## config.mk

```make
export PLATFORM = sky130hd
export DESIGN_NAME = k_transaction_max_profit_core_flat
export DESIGN_NICKNAME = d
export VERILOG_FILES = /design/src/design/ktmp_pkg.sv /design/src/design/ktmp_if.sv /design/src/design/ktmp_cell.sv /design/src/design/k_transaction_max_profit_core.sv /design/src/flat_wrapper.sv
export SDC_FILE = /design/constraint.sdc
export NUM_CORES = 2
export LEC_CHECK = 0
export BUFFER_PORTS_ARGS = -buffer_cell sky130_fd_sc_hd__buf_4
export CAP_MARGIN = 10
export CELL_PAD_IN_SITES_DETAIL_PLACEMENT = 1
export CELL_PAD_IN_SITES_GLOBAL_PLACEMENT = 1
export CORE_AREA = 10 10 276 278
export DETAILED_ROUTE_END_ITERATION = 7
export DIE_AREA = 0 0 286 288
export PLACE_DENSITY_LB_ADDON = 0.2
export SYNTH_ARGS = -nofsm -noshare
export SYNTH_HDL_FRONTEND = slang
export SYNTH_SLANG_ARGS = --single-unit
```

## constraint.sdc

```tcl
create_clock -name i_clk -period 9.3 [get_ports i_clk]
set_clock_uncertainty 0.15 [all_clocks]
set_input_delay 0.465 -clock i_clk [delete_from_list [all_inputs] [get_ports i_clk]]
set_output_delay 0.465 -clock i_clk [all_outputs]
set_load 0.005 [all_outputs]
```

## src/design/ktmp_pkg.sv

```systemverilog
package ktmp_pkg;

    // Built defaults for the top-level parameters.
    localparam int MAX_TRANSACTIONS = 8;
    localparam int PRICE_BITS       = 16;

    // Configuration register: most transactions allowed.
    localparam int             CFG_W     = 4;
    localparam logic [CFG_W-1:0] CFG_RESET = 4'd2;

    // Result field width and its saturation value.
    localparam int                  PROFIT_W   = 19;
    localparam logic [PROFIT_W-1:0] PROFIT_MAX = '1;

    // Control that every cell of the chain sees in the same cycle.
    typedef struct packed {
        logic en;     // a transaction was accepted, update the cell
        logic clear;  // the accepted price closes its series
    } t_cell_ctrl;

endpackage

```

## src/design/ktmp_if.sv

```systemverilog
// Price stream channel.
interface ktmp_in_if #(
    parameter int PRICE_BITS = ktmp_pkg::PRICE_BITS
) ();
    logic                  valid;
    logic                  ready;
    logic [PRICE_BITS-1:0] price;
    logic                  last_day;

    modport source (output valid, output price, output last_day, input ready);
    modport sink   (input valid, input price, input last_day, output ready);
endinterface

// Result channel.
interface ktmp_out_if ();
    logic                           valid;
    logic                           ready;
    logic [ktmp_pkg::PROFIT_W-1:0]  best_profit;
    logic                           series_end;

    modport source (output valid, output best_profit, output series_end, input ready);
    modport sink   (input valid, input best_profit, input series_end, output ready);
endinterface

// Configuration write channel for the single register.
interface ktmp_cfg_if ();
    logic                        valid;
    logic                        ready;
    logic [ktmp_pkg::CFG_W-1:0]  data;

    modport source (output valid, output data, input ready);
    modport sink   (input valid, input data, output ready);
endinterface

```

## src/design/ktmp_cell.sv

```systemverilog
// One transaction count of the chain. The cell keeps the best cash while
// holding a share and while holding none, and takes the free value of its
// left neighbor from the previous price.
module ktmp_cell #(
    parameter int PRICE_BITS       = ktmp_pkg::PRICE_BITS,
    parameter int MAX_TRANSACTIONS = ktmp_pkg::MAX_TRANSACTIONS
) (
    input  logic                  i_clk,
    input  logic                  i_rst_n,
    input  ktmp_pkg::t_cell_ctrl  i_ctrl,
    input  logic [PRICE_BITS-1:0] i_price,
    input  logic [PRICE_BITS+$clog2(MAX_TRANSACTIONS+1)-1:0] i_free_prev,
    output logic [PRICE_BITS+$clog2(MAX_TRANSACTIONS+1)-1:0] o_free,
    output logic [PRICE_BITS+$clog2(MAX_TRANSACTIONS+1)-1:0] o_free_next
);

    localparam int FreeW = PRICE_BITS + $clog2(MAX_TRANSACTIONS + 1);
    localparam int HoldW = (PRICE_BITS + 5 > FreeW + 1) ? PRICE_BITS + 5 : FreeW + 1;
    localparam int SumW  = HoldW + 1;
    localparam logic signed [HoldW-1:0] HoldNone =
        HoldW'(-(64'sd1 <<< (PRICE_BITS + 4)));

    logic signed [HoldW-1:0] r_hold;
    logic signed [HoldW-1:0] n_hold;
    logic        [FreeW-1:0] r_free;
    logic        [FreeW-1:0] n_free;
    logic signed [SumW-1:0]  w_buy;
    logic signed [SumW-1:0]  w_sell;

    // Buy from the neighbor's free value, sell from this cell's holding.
    always_comb begin
        w_buy  = $signed(SumW'({1'b0, i_free_prev})) - $signed(SumW'({1'b0, i_price}));
        w_sell = SumW'(r_hold) + $signed(SumW'({1'b0, i_price}));
        n_hold = (w_buy > SumW'(r_hold)) ? HoldW'(w_buy) : r_hold;
        n_free = (w_sell > $signed(SumW'({1'b0, r_free}))) ? FreeW'(w_sell) : r_free;
    end

    // State update on each accepted transaction; cleared after the last price.
    always_ff @(posedge i_clk) begin
        if (!i_rst_n) begin
            r_hold <= HoldNone;
            r_free <= '0;
        end else if (i_ctrl.en) begin
            if (i_ctrl.clear) begin
                r_hold <= HoldNone;
                r_free <= '0;
            end else begin
                r_hold <= n_hold;
                r_free <= n_free;
            end
        end
    end

    assign o_free      = r_free;
    assign o_free_next = n_free;

endmodule

```

## src/design/k_transaction_max_profit_core.sv

```systemverilog
// Best profit from at most k buy-then-sell transactions over a price stream.
//
// Channels: i_in carries one price per transaction together with last_day.
// o_out returns one result per price: the best profit over the series so far
// and series_end, a copy of last_day. i_cfg writes max_transactions (k); it is
// always ready, to be written only while the block is idle, not enforced by the
// block. k of zero gives no profit; k above the cell count uses every cell.
//
// The result of an accepted price is registered in the output register. One
// price is accepted per cycle while the receiver is ready: a row of cells,
// one for each transaction count, updates every count in parallel, and each
// cell reads only its left neighbor's registered value, so no path spans the chain.
//
// Reset sets k to 2 and clears all cells to "no share held, no profit".
// The same clearing happens after the price marked last_day. While the
// receiver stalls, the result stays in the output register and i_in.ready
// is low until it is taken.
module k_transaction_max_profit_core #(
    parameter int MAX_TRANSACTIONS = ktmp_pkg::MAX_TRANSACTIONS,
    parameter int PRICE_BITS       = ktmp_pkg::PRICE_BITS
) (
    input  logic          i_clk,
    input  logic          i_rst_n,
    ktmp_in_if.sink       i_in,
    ktmp_cfg_if.sink      i_cfg,
    ktmp_out_if.source    o_out
);

    localparam int FreeW = PRICE_BITS + $clog2(MAX_TRANSACTIONS + 1);
    localparam int IdxW  = (MAX_TRANSACTIONS > 1) ? $clog2(MAX_TRANSACTIONS) : 1;

    // Maps a configured count onto the index of the cell that holds it.
    function automatic logic [IdxW-1:0] cell_of(input logic [ktmp_pkg::CFG_W-1:0] k);
        int kk;
        kk = int'(k);
        if (kk > MAX_TRANSACTIONS) begin
            kk = MAX_TRANSACTIONS;
        end
        return IdxW'(kk - 1);
    endfunction

    ktmp_pkg::t_cell_ctrl w_ctrl;
    logic                 w_accept;
    logic [FreeW-1:0]     w_free      [MAX_TRANSACTIONS];
    logic [FreeW-1:0]     w_free_next [MAX_TRANSACTIONS];
    logic [FreeW-1:0]     w_sel_free;
    logic [ktmp_pkg::PROFIT_W-1:0] n_best;

    logic                          r_k_zero;
    logic [IdxW-1:0]               r_k_sel;
    logic                          r_out_valid;
    logic [ktmp_pkg::PROFIT_W-1:0] r_best;
    logic                          r_end;

    // Handshakes: a new price enters when the output register is free or drains.
    assign i_cfg.ready = 1'b1;
    assign i_in.ready  = !r_out_valid || o_out.ready;
    assign w_accept    = i_in.valid && i_in.ready;
    assign w_ctrl.en    = w_accept;
    assign w_ctrl.clear = i_in.last_day;

    // Chain of cells; the first cell buys from a free value of zero.
    for (genvar j = 0; j < MAX_TRANSACTIONS; j++) begin : g_cell
        logic [FreeW-1:0] w_left;
        if (j == 0) begin : g_head
            assign w_left = '0;
        end else begin : g_body
            assign w_left = w_free[j-1];
        end
        ktmp_cell #(
            .PRICE_BITS       (PRICE_BITS),
            .MAX_TRANSACTIONS (MAX_TRANSACTIONS)
        ) u_cell (
            .i_clk       (i_clk),
            .i_rst_n     (i_rst_n),
            .i_ctrl      (w_ctrl),
            .i_price     (i_in.price),
            .i_free_prev (w_left),
            .o_free      (w_free[j]),
            .o_free_next (w_free_next[j])
        );
    end

    // Pick the configured count's updated value and saturate to the field.
    always_comb begin
        w_sel_free = w_free_next[r_k_sel];
        if (r_k_zero) begin
            n_best = '0;
        end else if (64'(w_sel_free) > 64'(ktmp_pkg::PROFIT_MAX)) begin
            n_best = ktmp_pkg::PROFIT_MAX;
        end else begin
            n_best = ktmp_pkg::PROFIT_W'(w_sel_free);
        end
    end

    // Configuration register, kept as the selected cell and a zero flag.
    always_ff @(posedge i_clk) begin
        if (!i_rst_n) begin
            r_k_zero <= (ktmp_pkg::CFG_RESET == '0);
            r_k_sel  <= cell_of(ktmp_pkg::CFG_RESET);
        end else if (i_cfg.valid && i_cfg.ready) begin
            r_k_zero <= (i_cfg.data == '0);
            r_k_sel  <= cell_of(i_cfg.data);
        end
    end

    // Output register holding one result until the receiver takes it.
    always_ff @(posedge i_clk) begin
        if (!i_rst_n) begin
            r_out_valid <= 1'b0;
        end else if (w_accept) begin
            r_out_valid <= 1'b1;
        end else if (o_out.ready) begin
            r_out_valid <= 1'b0;
        end
    end

    always_ff @(posedge i_clk) begin
        if (w_accept) begin
            r_best <= n_best;
            r_end  <= i_in.last_day;
        end
    end

    assign o_out.valid       = r_out_valid;
    assign o_out.best_profit = r_best;
    assign o_out.series_end  = r_end;

endmodule

```

## src/flat_wrapper.sv

```systemverilog
// flat-port wrapper written by rule: the top's interface ports become plain ports
module k_transaction_max_profit_core_flat 
#(
    parameter int MAX_TRANSACTIONS = ktmp_pkg::MAX_TRANSACTIONS,
    parameter int PRICE_BITS       = ktmp_pkg::PRICE_BITS
)
  (i_clk, i_rst_n, i_in_valid, i_in_price, i_in_last_day, i_in_ready, i_cfg_valid, i_cfg_data, i_cfg_ready, o_out_valid, o_out_best_profit, o_out_series_end, o_out_ready);
  ktmp_in_if #(.PRICE_BITS(PRICE_BITS)) i_in_i ();
  ktmp_cfg_if i_cfg_i ();
  ktmp_out_if o_out_i ();
  input  logic i_clk;
  input  logic i_rst_n;
  input wire logic [$bits(i_in_i.valid)-1:0] i_in_valid;
  input wire logic [$bits(i_in_i.price)-1:0] i_in_price;
  input wire logic [$bits(i_in_i.last_day)-1:0] i_in_last_day;
  output wire logic [$bits(i_in_i.ready)-1:0] i_in_ready;
  input wire logic [$bits(i_cfg_i.valid)-1:0] i_cfg_valid;
  input wire logic [$bits(i_cfg_i.data)-1:0] i_cfg_data;
  output wire logic [$bits(i_cfg_i.ready)-1:0] i_cfg_ready;
  output wire logic [$bits(o_out_i.valid)-1:0] o_out_valid;
  output wire logic [$bits(o_out_i.best_profit)-1:0] o_out_best_profit;
  output wire logic [$bits(o_out_i.series_end)-1:0] o_out_series_end;
  input wire logic [$bits(o_out_i.ready)-1:0] o_out_ready;
  assign i_in_i.valid = i_in_valid;
  assign i_in_i.price = i_in_price;
  assign i_in_i.last_day = i_in_last_day;
  assign i_in_ready = i_in_i.ready;
  assign i_cfg_i.valid = i_cfg_valid;
  assign i_cfg_i.data = i_cfg_data;
  assign i_cfg_ready = i_cfg_i.ready;
  assign o_out_valid = o_out_i.valid;
  assign o_out_best_profit = o_out_i.best_profit;
  assign o_out_series_end = o_out_i.series_end;
  assign o_out_i.ready = o_out_ready;
  k_transaction_max_profit_core #(.MAX_TRANSACTIONS(MAX_TRANSACTIONS), .PRICE_BITS(PRICE_BITS)) u_core (.i_clk(i_clk), .i_rst_n(i_rst_n), .i_in(i_in_i), .i_cfg(i_cfg_i), .o_out(o_out_i));
endmodule
```

== Yosys cells after proc, flatten, opt, wreduce, memory -nomap -nowiden ==
Cells that the tools add are included.

* Register bits: 353
* Logic and storage cells: 120

* Add/subtract/negate cells: 17
* $lt $le $gt $ge: 19
* Mux-type cells: 41
* Bitwise logic cells: 1
* Reduce and logical (&&, ||, !) cells: 21

{| class="wikitable"
|+ Operators with widths
! cell !! count
|-
| $mux W20 || 18
|-
| $mux W21 || 16
|-
| $add A21 B17 Y22 || 8
|-
| $gt A22 B21 Y1 || 8
|-
| $gt A21 B21 Y1 || 7
|-
| $sub A20 B16 Y21 || 7
|-
| $bmux W20 S3 || 1
|-
| $gt A17 B21 Y1 || 1
|-
| $gt A20 B19 Y1 const B || 1
|-
| $mux W19 || 1
|-
| $reduce_bool A2 Y1 || 9
|-
| $sub A1 B16 Y17 const A || 1
|-
| $reduce_and A2 Y1 || 8
|-
| $mux W3 || 3
|-
| $ge A4 B4 Y1 const B || 1
|-
| $gt A4 B4 Y1 const B || 1
|-
| $logic_not A4 Y1 || 1
|-
| $not A3 Y4 || 1
|-
| $sub A3 B2 Y3 const B || 1
|-
| $mux W1 || 2
|-
| $logic_and A1 B1 Y1 || 1
|-
| $logic_not A1 Y1 || 1
|-
| $logic_or A1 B1 Y1 || 1
|}

== Logic depth before layout (Yosys ltp) ==
* Word-level depth: 8
* Gate-level depth with buffers: 26
* Mapped depth without buffers: 25

== By module ==
From an unflattened synthesis, not the netlist that was laid out.

* Cells, all modules: 4,536
* Area, all modules: 37,813.8 sq um

{| class="wikitable"
|+ Modules (own cells, without submodules)
! module !! instances !! cells an instance !! area an instance (sq um) !! seq. area each (sq um)
|-
| ktmp_cell at u_core.g_cell[3].u_cell ... || 3 || 514 || 4,357.9 || 820.8
|-
| ktmp_cell at u_core.g_cell[1].u_cell || 1 || 615 || 4,704.5 || 820.8
|-
| ktmp_cell at u_core.g_cell[0].u_cell || 1 || 603 || 4,558.1 || 820.8
|-
| ktmp_cell at u_core.g_cell[2].u_cell || 1 || 553 || 4,444.3 || 820.8
|-
| ktmp_cell at u_core.g_cell[6].u_cell || 1 || 589 || 4,441.8 || 820.8
|-
| ktmp_cell at u_core.g_cell[7].u_cell || 1 || 492 || 4,346.7 || 820.8
|-
| k_transaction_max_profit_core || 1 || 142 || 2,244.7 || 700.7
|}

== Worst setup path after synthesis ==
OpenSTA, ideal clock, no wires.

* Path kind: input -> register
* Start: input port i_in_price[0]
* End: register u_core.r_best (netlist bit u_core.o_out.best_profit[10]), data pin
* Library setup time: 0.147 ns
* Arrival: 5.243 ns
* Path slack: 3.760 ns
* Stages: 23
* Cells stage by stage: ha_1 > fa_1 > a211oi_1 > nor2_1 > o41ai_2 > o21ai_1 > o21ai_2 > nor2_1 > xnor2_1 > ha_1 > nand2_1 > or4_1 > a211o_1 > a21oi_1 > a211oi_1 > o311a_1 > buf_2 > mux2i_1 > mux4_2 > o22a_1 > buf_6 > buf_6 > a21oi_2

* Word-level cells in the longest chain between the ends: 8
* Elaborated cells between the ends (all ways): 29
* Classes of those cells: add/sub: 8; order compare: 9; mux: 12

{| class="wikitable"
|+ Ends and longest elaborated chain
! what !! line !! source
|-
| from (decl) || flat_wrapper.sv:14 || <nowiki>input wire logic [$bits(i_in_i.price)-1:0] i_in_price;</nowiki>
|-
| $add A21 B17 Y22 || ktmp_cell.sv:33 || <nowiki>w_sell = SumW'(r_hold) + $signed(SumW'({1'b0, i_price}));</nowiki>
|-
| $gt A22 B21 Y1 || ktmp_cell.sv:35 || <nowiki>n_free = (w_sell > $signed(SumW'({1'b0, r_free}))) ? FreeW'(w_sell) : r_free;</nowiki>
|-
| $mux W20 || ktmp_cell.sv:35 ||
|-
| $bmux W20 S3 (*) || k_transaction_max_profit_core.sv:86 || <nowiki>w_sel_free = w_free_next[r_k_sel];</nowiki>
|-
| $mux W20 (not written as such) (*) (2 in series) || k_transaction_max_profit_core.sv:86 ||
|-
| $gt A20 B19 Y1 || k_transaction_max_profit_core.sv:89 || <nowiki>end else if (64'(w_sel_free) > 64'(ktmp_pkg::PROFIT_MAX)) begin</nowiki>
|-
| $mux W19 (*) || k_transaction_max_profit_core.sv:89 ||
|-
| to (signal assigned) || k_transaction_max_profit_core.sv:120 || <nowiki>r_best <= n_best;</nowiki>
|-
| to (decl) || k_transaction_max_profit_core.sv:52 || <nowiki>logic [ktmp_pkg::PROFIT_W-1:0] r_best;</nowiki>
|}

Every way passes the cells marked *; elsewhere a longest branch is shown, timed or not. The select of a mux whose other input is x is not followed.
A chain may end at the register's enable or synchronous reset.

== Worst setup path after layout ==
* Start: register u_core.g_cell[5].u_cell.r_hold[0]
* End: register u_core.r_best (netlist bit u_core.o_out.best_profit[2]), data pin

* Word-level cells in the longest chain between the ends: 8

{| class="wikitable"
|+ Ends and longest elaborated chain
! what !! line !! source
|-
| from (decl) || ktmp_cell.sv:23 || <nowiki>logic signed [HoldW-1:0] r_hold;</nowiki>
|-
| from (signal assigned) || ktmp_cell.sv:41 || <nowiki>r_hold <= HoldNone;</nowiki>
|-
| from (signal assigned) || ktmp_cell.sv:45 || <nowiki>r_hold <= HoldNone;</nowiki>
|-
| from (signal assigned) || ktmp_cell.sv:48 || <nowiki>r_hold <= n_hold;</nowiki>
|-
| $add A21 B17 Y22 (*) || ktmp_cell.sv:33 ||
|-
| $gt A22 B21 Y1 || ktmp_cell.sv:35 ||
|-
| $mux W20 (*) || ktmp_cell.sv:35 ||
|-
| $bmux W20 S3 (*) || k_transaction_max_profit_core.sv:86 ||
|-
| $mux W20 (not written as such) (*) (2 in series) || k_transaction_max_profit_core.sv:86 ||
|-
| $gt A20 B19 Y1 || k_transaction_max_profit_core.sv:89 ||
|-
| $mux W19 (*) || k_transaction_max_profit_core.sv:89 ||
|}

Marked as above.

==> results_dict.tcl <==
set metrics [dict create \
    slew_headroom_pct 13.2 \
    leakagePower_nw 15.7 \
    drt_drc_violations_left 0 \
    ant_nets 0 \
    rows 98 \
    postLayoutCoreUtil_pct 53.4 \
    synth.area.top_cells "ha_1, dfxtp_1, a22oi_1" \
    path_cells "ha_1 -> fa_1 -> a211oi_1 -> nor2_1 -> o41ai_2 -> o21ai_1 -> o21ai_2 -> nor2_1 -> xnor2_1 -> ha_1 -> nand2_1 -> or4_1 -> a211o_1 -> a21oi_1 -> a211oi_1 -> o311a_1 -> buf_4 -> mux2i_1 -> mux4_2 -> o22a_1 -> a31oi_1" \
    finalCritPeriodShare_pct 76.9 \
    tightest_slew_ns 1.29 \
    netSwitchingPower_mw 1.66 \
    gp_congestion 0.999 \
    dpl.hpwl_um 104000 \
    postCtsSetupBuffers 0 \
    synth_cell_type_count 92 \
    hold_viol 0 \
    worstSetupPathType "flop to flop" \
    vias 33525 \
    ff2ff_path_depth 21 \
    ys_async_sr_fraction_pct 0 \
    cp_slowest_cell "o22a_1" \
    first_global_vias 33846 \
    start_kind "flop" \
    clk_pin_slew_ns 0.06 \
    min_to "u_core.o_out.valid$_SDFFE_PN0P_" \
    worstReg2RegStart "u_core.g_cell[5].u_cell.r_hold[0]$_SDFFE_PN0P_" \
    switching_share_pct 34.3 \
    layout-area-overhead-vs-synth_pct 8.10 \
    power_frac_seq_pct 33.6 \
    cts_root_buf "clkbuf_16" \
    initial_core_util_pct 49.4 \
    syn_area_um2 35000 \
    multiInputGateArea_um2 25600 \
    critPathBufInv 1 \
    hold_path_class "input pin to flop" \
    max_stage_delay_ns 0.77 \
    clk_latency_ns 0.64 \
    critical_path_required_ns 9.49 \
    routedWlPerCell_um 26.1 \
    routed_wl_um 138000 \
    synth_top_flop_cell "dfxtp_1" \
    core_um2 70900 \
    antenna_found_initial 2 \
    grt_max_degree 81 \
    status "completed" \
    cp-startpoint "u_core.g_cell[5].u_cell.r_hold[0]$_SDFFE_PN0P_" \
    max_cap_violations 0 \
    power_density_nw_per_um2 128 \
    hold_depth 3 \
    ioPinCount 49 \
    worstHoldStart "o_out_ready" \
    drive_above_1_share_pct 5.10 \
    cp-end-kind "flop" \
    htreeDepth 2 \
    cp_top_family "compound AO/OA/AOI/OAI gates" \
    syn_inst 4311 \
    pwr-share-clk_pct 40.0 \
    crit_fanout 27 \
    via_per_inst 6.34 \
    ys_seq_area_share_pct 20.6 \
    die_w_um 286 \
    final_nets 4905 \
    cts_tree "done" \
    ys_ff_latch 350 \
    report.final.slew_viol_count 0 \
    fill_cells 8692 \
    arrival_ns 7.34 \
    portBuffers 47 \
    cts_sinks 350 \
    regArea_um2 7210 \
    p_int_mw 3.18 \
    clockBufferDepth 3 \
    ys_warn_count 0 \
    setup_tns_ns 0 \
    synth_fp_nets 4919 \
    drt-pass1-iter-count 6 \
    vdd_drop_max_v 0.000130 \
    reg2reg_slack_ns 2.14 \
    ys_top_cells_by_count "ha_1, inv_1, dfxtp_1" \
    syn_area_per_cell_um2 8.12 \
    dp_slack_ns 1.86 \
    drt_iter0_markers 2653 \
    cts_buffers 48 \
    finalPower_mw 4.84 \
    gr-total-overflow 0 \
    synth_most_common_cell "ha_1" \
    synth_top_area_cell "ha_1" \
    synth_edf_count 20 \
    timing.final.ws_setup_ns 2.14 \
    synth_top_area_share_pct 20.3 \
    combPwrFrac_pct 26.4 \
    r2r-end "u_core.o_out.best_profit[2]$_SDFFCE_PP0P_" \
    clock.fmax_ghz 0.140 \
    fin_crit_ns 7.16 \
    rsz0062_at_grt "no" \
    setup_viol 0 \
    die_area_um2 82400 \
    grt_use_total_pct 32.4 \
    grt_pass1_wl_um 207000 \
    die_h_um 288 \
]
## how the worst max path moves through the flow
stage,end,slack [ns],cells after the start
6_report,u_core.o_out.best_profit[2]$_SDFFCE_PP0P_,2.14,21
5_1_grt,u_core.o_out.best_profit[0]$_SDFFCE_PP0P_,1.90,21
4_1_cts,u_core.o_out.best_profit[2]$_SDFFCE_PP0P_,2.33,21
3_5_place_dp,u_core.o_out.best_profit[18]$_SDFFCE_PP0P_,1.86,22
3_3_place_gp,u_core.o_out.best_profit[2]$_SDFFCE_PP0P_,1.85,22
2_1_floorplan,u_core.o_out.best_profit[10]$_SDFFCE_PP0P_,3.76,23
## worst register-to-register path: cells and delay by family, from the launching register on
kind | cells | cell delay, ns
simple gates | 4 | 0.88
compound gates | 10 | 3.22
flops | 1 | 0.34
buf+inv | 1 | 0.26
mux | 2 | 0.75
xor+xnor | 1 | 0.38
fa+ha+maj | 3 | 0.89
## timing repair
| item | in CTS | in global routing |
|---|---|---|
| hold buffers | 2 | 0 |
| endpoints found under the setup margin | 0 | 0 |
| gates resized for setup | 0 | 0 |
| endpoints found under the hold margin | 4 | 0 |
## cell families after synthesis
family | Yosys count | synth area share (%)
adder cells (fa/ha/maj) | 582 | 21.1
other | 1 | 0.0107
buffers and inverters | 586 | 6.44
AO/OA/AOI/OAI | 1293 | 25.5
flip-flops | 350 | 20.6
multiplexers | 100 | 2.92
XOR/XNOR | 255 | 6.40
AND/OR/NAND/NOR | 1144 | 17.0
## cell usage in the layout, fill, tap and decap left out, types with 17 or more instances in the layout
cell | synthesis | final
ha_1 | 567 | 567
inv_1 | 436 | 435
dfxtp_1 | 330 | 329
nor2b_1 | 293 | 293
a21oi_1 | 270 | 270
a22oi_1 | 252 | 252
nor2_1 | 237 | 235
xnor2_1 | 209 | 209
nand2_1 | 198 | 198
o21ai_0 | 166 | 163
a21o_1 | 105 | 105
nand3_1 | 99 | 99
mux2i_1 | 91 | 91
buf_4 | 6 | 83
nor3_1 | 72 | 72
a22o_1 | 68 | 68
nand4_1 | 62 | 62
o21a_1 | 57 | 57
clkbuf_16 | 0 | 50
a211oi_1 | 45 | 45
xor2_1 | 45 | 45
and2_1 | 36 | 36
o211ai_1 | 34 | 34
nand2b_1 | 31 | 31
o21bai_1 | 31 | 31
o22ai_1 | 30 | 30
a31oi_1 | 29 | 29
and3_1 | 27 | 27
a21boi_0 | 20 | 20
edfxtp_1 | 20 | 20
nor4_1 | 18 | 18
o31ai_1 | 17 | 17
or4_1 | 17 | 17
## routing by layer
layer	wire length, um	vias up	part of all wire (%)	global-route usage (%)
li1	-	15680	-	-
met1	58900	16466	43	40.8
met2	61100	1037	44	51.9
met3	8960	342	6.5	5.35
met4	8840	0	6.4	18.8
met5	0	-	0	0
## stage by stage
stage | cells | hold slack [ns] | area (um2)
4_1_cts | 5284 | 0.0493 | 37900
3_5_place_dp | 5195 | 0.332 | 36200
3_3_place_gp | 5195 | 0.315 | 36200
5_1_grt | 5284 | 0.0891 | 37900
6_report | 5285 | 0.0575 | 37900
2_1_floorplan | 4311 | 0.299 | 35000
## flip-flops by register name, indices dropped and copies added (netlist names)
| register | cells |
|---|---|
| u_core.r_k_sel | 3 |
| u_core.g_cell.u_cell.o_free | 160 |
| u_core.g_cell.u_cell.r_hold | 165 |
| u_core.o_out.valid | 1 |
| u_core.o_out.best_profit | 19 |
| u_core.o_out.series_end | 1 |
| u_core.r_k_zero | 1 |
## power groups by stage
stage	Combinational, mW	Clock [mW]	Sequential (mW)
after global routing	1.41	2.01	1.63
after floorplan	0.856	0	1.62
after detailed placement	1.24	0	1.65
after global placement	1.21	0	1.65
after CTS	1.26	1.95	1.62
final	1.28	1.94	1.63
## final cells by class
type	instances	share of cell area [%]
multi-input combinational	3375	67.6
sequential	350	19.0
inverter	436	4.32
clock buffer	70	3.74
tap	950	3.14
timing repair buffer	86	1.73
clock inverter	17	0.440
antenna	1	0.00661
Note: power is estimated with default switching activity, not from simulation.
